### config.mk
export PLATFORM = sky130hd
export DESIGN_NAME = qot_place
export DESIGN_NICKNAME = d
export VERILOG_FILES = /design/src/rtl/core/qot_pkg.sv /design/src/rtl/core/qot_place.sv
export SDC_FILE = /design/constraint.sdc
export NUM_CORES = 1
export LEC_CHECK = 0
export BUFFER_PORTS_ARGS = -buffer_cell sky130_fd_sc_hd__buf_2
export CORE_MARGIN = 2
export CORE_UTILIZATION = 40
export CTS_CLUSTER_SIZE = 12
export DETAILED_ROUTE_END_ITERATION = 10
export PLACE_DENSITY = 0.77
export SLEW_MARGIN = 30
export SYNTH_ARGS = -nofsm -noshare
export SYNTH_HDL_FRONTEND = slang
export SYNTH_SLANG_ARGS = --single-unit
### constraint.sdc
create_clock -name clock -period 7.79 [get_ports clock]
set_input_delay 0.3895 -clock clock [delete_from_list [all_inputs] [get_ports clock]]
set_output_delay 0.3895 -clock clock [all_outputs]
set_load 0.005 [all_outputs]
### src/rtl/core/qot_pkg.sv
// ----------------------------------------------------------------------------
// qot_pkg
// Types and constants shared by the offset transform pipeline.
// ----------------------------------------------------------------------------
package qot_pkg;

   localparam int QuatW   = 16;
   localparam int PosW    = 32;
   localparam int OffW    = 21;
   localparam int VecW    = 22;
   localparam int WidthW  = 19;
   localparam int HeightW = 18;
   localparam int ProdW   = 38;
   localparam int TW      = 26;
   localparam int RProdW  = 42;
   localparam int CsrIdxW = 2;

   localparam logic [CsrIdxW-1:0] REG_RIGHT   = 2'd0;
   localparam logic [CsrIdxW-1:0] REG_UP      = 2'd1;
   localparam logic [CsrIdxW-1:0] REG_FORWARD = 2'd2;
   localparam logic [CsrIdxW-1:0] REG_WIDTH   = 2'd3;

   localparam logic [WidthW-1:0] HEIGHT_MAX = 19'd262143;

   typedef logic signed [QuatW-1:0]  quat_type;
   typedef logic signed [PosW-1:0]   pos_type;
   typedef logic signed [OffW-1:0]   off_type;
   typedef logic signed [VecW-1:0]   vec_type;
   typedef logic signed [ProdW-1:0]  prod_type;
   typedef logic signed [TW-1:0]     tcomp_type;
   typedef logic signed [RProdW-1:0] rprod_type;
   typedef logic [WidthW-1:0]        width_type;
   typedef logic [HeightW-1:0]       height_type;

   typedef struct packed {
      quat_type x;
      quat_type y;
      quat_type z;
      quat_type w;
   } quat_set_type;

   typedef struct packed {
      vec_type x;
      vec_type y;
      vec_type z;
   } vec3_type;

   typedef struct packed {
      tcomp_type x;
      tcomp_type y;
      tcomp_type z;
   } tvec3_type;

   typedef struct packed {
      pos_type x;
      pos_type y;
      pos_type z;
   } pos3_type;

   typedef struct packed {
      logic load1;
      logic load2;
      logic load3;
      logic load4;
      logic load5;
   } pipe_ctl_type;

endpackage

### src/rtl/core/qot_place.sv
// ----------------------------------------------------------------------------
// qot_place
// Stage five: saturating origin add, width echo and height, output register.
// ----------------------------------------------------------------------------
module qot_place import qot_pkg::*; (
   input  logic         clock,
   input  pipe_ctl_type ctl,
   input  pos3_type     rot,
   input  pos3_type     origin,
   input  width_type    width,
   output pos3_type     pos_out,
   output width_type    width_out,
   output height_type   height_out
);

   pos3_type   pos_ff;
   width_type  width_ff;
   height_type height_ff;
   logic signed [PosW:0] s_x, s_y, s_z;
   logic [WidthW+1:0]    w3;
   width_type            hq;

   function automatic pos_type sat(input logic signed [PosW:0] s);
      pos_type r;
      if (s[PosW] != s[PosW-1]) begin
         r = s[PosW] ? {1'b1, {(PosW-1){1'b0}}} : {1'b0, {(PosW-1){1'b1}}};
      end else begin
         r = s[PosW-1:0];
      end
      return r;
   endfunction

   assign s_x = (PosW+1)'(origin.x) + (PosW+1)'(rot.x);
   assign s_y = (PosW+1)'(origin.y) + (PosW+1)'(rot.y);
   assign s_z = (PosW+1)'(origin.z) + (PosW+1)'(rot.z);
   assign w3  = (WidthW+2)'(width) + {1'b0, width, 1'b0};
   assign hq  = w3[WidthW+1:2];

   always_ff @(posedge clock) begin
      if (ctl.load5) begin
         pos_ff.x  <= sat(s_x);
         pos_ff.y  <= sat(s_y);
         pos_ff.z  <= sat(s_z);
         width_ff  <= width;
         height_ff <= (hq > HEIGHT_MAX) ? HEIGHT_MAX[HeightW-1:0] : hq[HeightW-1:0];
      end
   end

   assign pos_out    = pos_ff;
   assign width_out  = width_ff;
   assign height_out = height_ff;

endmodule

==> impl_metrics.env <==
export IMPL_status="complete, no violations"
export IMPL_grt_pass1_vias=9177
export IMPL_cts_setup_buffers=0
export IMPL_ys_seq_area_share_pct=37.6
export IMPL_ios=350
export IMPL_endpoint_kind="register"
export IMPL_yosys_top_cells_area="edfxtp_1, ha_1, a21oi_1"
export IMPL_syn_cell_area_um2=10600
export IMPL_arrival_ns=4.21
export IMPL_synth_top_area_share_pct=37.6
export IMPL_clock_sinks=133
export IMPL_synthMuxAreaShare_pct=0.589
export IMPL_final_nets=1742
export IMPL_critical_path_class="primary input to register"
export IMPL_wl_per_cell_um=17.4
export IMPL_synth_seq_cells=133
export IMPL_ys_flop_type="edfxtp_1"
export IMPL_fp_dieW_um=167
export IMPL_areaGrowthSynthToFinish_pct=24.5
export IMPL_drive_gt1_share_pct=29.4
export IMPL_cts_buffers=17
export IMPL_drv_slew=0
export IMPL_synth_avg_cell_area_um2=9.92
export IMPL_synth_xor_area_share_pct=7.74
export IMPL_dp_slack_ns=3.33
export IMPL_p_per_area_nw_per_um2=207
export IMPL_fp_dieArea_um2=27900
export IMPL_min_path_cells=1
export IMPL_dpl_hpwl_um=24500
export IMPL_crit_chain="buf_2 > ha_1 > fa_1 > a211oi_1 > o21bai_1 > o22ai_1 > o31ai_1 > a211oi_1 > o21ai_1 > nor3b_1 > mux2_2 > o21ai_0"
export IMPL_ant_nets=0
export IMPL_drc_errors=0
export IMPL_first_pass_iters=4
export IMPL_fin_crit_sh_pct=52.4
export IMPL_crit_path_top_delay_cell="a211oi_1"
export IMPL_fin_crit_ns=4.09
export IMPL_finalHoldViolCount=0
export IMPL_grt_pass1_wl_um=47800
export IMPL_holdPathEnd="width_out[13]"
export IMPL_viasPerCell=5.53
export IMPL_synthAdderAreaFrac_pct=15.3
export IMPL_max_slew_margin_pct=39.6
export IMPL_die_y_um=167
export IMPL_final_util_pct=50.7
export IMPL_grt_ovfl_total=0
export IMPL_max_freq_mhz=245
export IMPL_max_stage_delay_ns=0.67
export IMPL_crit_top_cell="a211oi_1"
export IMPL_setup_viol=0
export IMPL_antenna_found_initial=1
export IMPL_synth_top_family_by_area="compound AO/OA/AOI/OAI gates"
export IMPL_fill_cells=2449
export IMPL_clkTransAtPathRegs_ns=0.06
export IMPL_io_buffers=345
export IMPL_synth_edff_count=133
export IMPL_yosys_warnings=0
export IMPL_start_util_pct=40.8
export IMPL_synth_compound_area_share_pct=25.0
export IMPL_cts_resized=0
export IMPL_wl_um=30500
export IMPL_leakagePower_nw=5.96
export IMPL_hp_class="primary input to register"
export IMPL_worst_pin_slew_ns=0.906
export IMPL_async_reset_ff_share_pct=0
export IMPL_track_usage_pct=21.0
export IMPL_critPathRequiredTime_ns=7.92
export IMPL_clockRootBuffer="clkbuf_16"
export IMPL_grt_max_degree=70
export IMPL_worstHoldStart="width[13]"
export IMPL_setup_tns_ns=0
export IMPL_setup_ws_ns=3.70
export IMPL_drt_iter0_drc=660
export IMPL_rows=59
export IMPL_synthDistinctLibCells=92
export IMPL_gp_congestion=0.921
export IMPL_tritoncts="built"
export IMPL_max_cap_viol_count=0
export IMPL_clk_path_buf_depth=2
export IMPL_diodes=0
export IMPL_vias=9695
export IMPL_synth_nets=1407
export IMPL_cp_max_fo=31
export IMPL_vdd_drop_max_mv=0.133
export IMPL_rsz0062_at_grt="no"
export IMPL_synthSimpleGateAreaFrac_pct=11.0
export IMPL_coreArea_um2=26100
export IMPL_syn_inst=1071
export IMPL_holdBufCountCts=0
export IMPL_htreeDepth=4
export IMPL_yosys_area_top_type="edfxtp_1"
export IMPL_power_mw=2.73
export IMPL_cp_start_kind="primary input"
[state kept, by name, summed over array words and instances, names as in the netlist]
name / cells
pos_out: 96
height_out: 18
width_out: 19
[synthesized netlist by cell type, types with 3 or more instances]
library cell	instances
a211o_1	5
a211oi_1	6
a21boi_0	3
a21o_1	51
a21oi_1	128
a221oi_1	3
a22oi_1	3
a31o_2	4
a31oi_1	18
and2_1	10
and3_1	12
buf_2	10
buf_4	6
clkbuf_1	10
edfxtp_1	133
fa_1	4
ha_1	115
inv_1	33
maj3_1	10
mux2i_1	4
nand2_1	64
nand2b_1	11
nand3_1	19
nand4_1	10
nor2_1	59
nor2b_1	9
nor3_1	22
o211a_1	3
o211ai_1	9
o21a_1	13
o21ai_0	75
o21ai_1	17
o21bai_1	14
o31ai_1	8
or3_1	5
xnor2_1	50
xor2_1	42
[cell families (layout without fill, tap and decap cells)]
| group | after synthesis | after routing |
|---|---|---|
| multiplexers | 6 | 6 |
| adder cells (fa/ha/maj) | 130 | 130 |
| AO/OA/AOI/OAI | 405 | 405 |
| flip-flops | 133 | 133 |
| buffers and inverters | 63 | 411 |
| XOR/XNOR | 93 | 93 |
| AND/OR/NAND/NOR | 241 | 241 |
[worst max path at each step]
| stage | start | endpoint | depth (start not counted) |
|---|---|---|---|
| 3_5_place_dp | origin[64] | pos_out[66] | 12 |
| 6_report | origin[64] | pos_out[66] | 12 |
| 3_3_place_gp | origin[64] | pos_out[66] | 12 |
| 4_1_cts | origin[64] | pos_out[66] | 12 |
| 5_1_grt | origin[64] | pos_out[66] | 12 |
| 2_1_floorplan | rot[64] | pos_out[67] | 12 |
[critical path, delay by kind of cell]
family / cells / cell delay (ns)
compound gates: 7 / 2.08
fa+ha+maj: 2 / 0.68
buf+inv: 1 / 0.11
mux: 1 / 0.65
simple gates: 1 / 0.29
[power breakdown]
part	internal, mW	leakage [nW]	switching [mW]
logic	0.393	4.36	0.516
clock network	0.480	0.290	0.346
registers	0.961	1.31	0.0370
[cell usage in the layout (no fill, tap or decap), types with 5 or more instances in the layout]
| master | netlist | routed |
|---|---|---|
| buf_2 | 10 | 344 |
| edfxtp_1 | 133 | 133 |
| a21oi_1 | 128 | 127 |
| ha_1 | 115 | 115 |
| o21ai_0 | 75 | 75 |
| nand2_1 | 64 | 64 |
| nor2_1 | 59 | 59 |
| a21o_1 | 51 | 51 |
| xnor2_1 | 50 | 50 |
| xor2_1 | 42 | 42 |
| inv_1 | 33 | 33 |
| nor3_1 | 22 | 22 |
| nand3_1 | 19 | 19 |
| a31oi_1 | 18 | 18 |
| o21ai_1 | 17 | 17 |
| clkbuf_16 | 0 | 17 |
| o21bai_1 | 14 | 14 |
| o21a_1 | 13 | 13 |
| and3_1 | 12 | 12 |
| nand2b_1 | 11 | 11 |
| and2_1 | 10 | 10 |
| nand4_1 | 10 | 10 |
| maj3_1 | 10 | 10 |
| o211ai_1 | 9 | 9 |
| nor2b_1 | 9 | 9 |
| o31ai_1 | 8 | 8 |
| a211oi_1 | 6 | 6 |
| or3_1 | 5 | 5 |
| a211o_1 | 5 | 5 |
[cell type report]
cell class / instances / area (um^2) / area share, %
flip-flops and latches: 133 / 3990 / 30.2
well taps: 335 / 419 / 3.17
multi-input cells: 875 / 6350 / 48.0
clock inverters: 15 / 169 / 1.28
clock buffers: 17 / 425 / 3.22
repair buffers: 346 / 1740 / 13.2
inverters: 33 / 124 / 0.937
[per-stage QoR]
step	cell area [um^2]	instances	hold slack, ns
after global routing	13200	1754	0.171
after global placement	12600	1722	0.599
after CTS	13200	1754	0.169
after floorplan	10600	1071	0.488
final	13200	1754	0.185
after detailed placement	12600	1722	0.612
[routing by layer]
layer  routed length (um)  up-vias  global-route usage (%)
met3                 1690       33                    2.92
li1                     -     4761                       -
met1                13800     4552                    28.8
met5                   13        -                       0
met4                  491        2                    5.58
met2                14500      347                    35.0
Note: power is estimated with default switching activity, not from simulation.
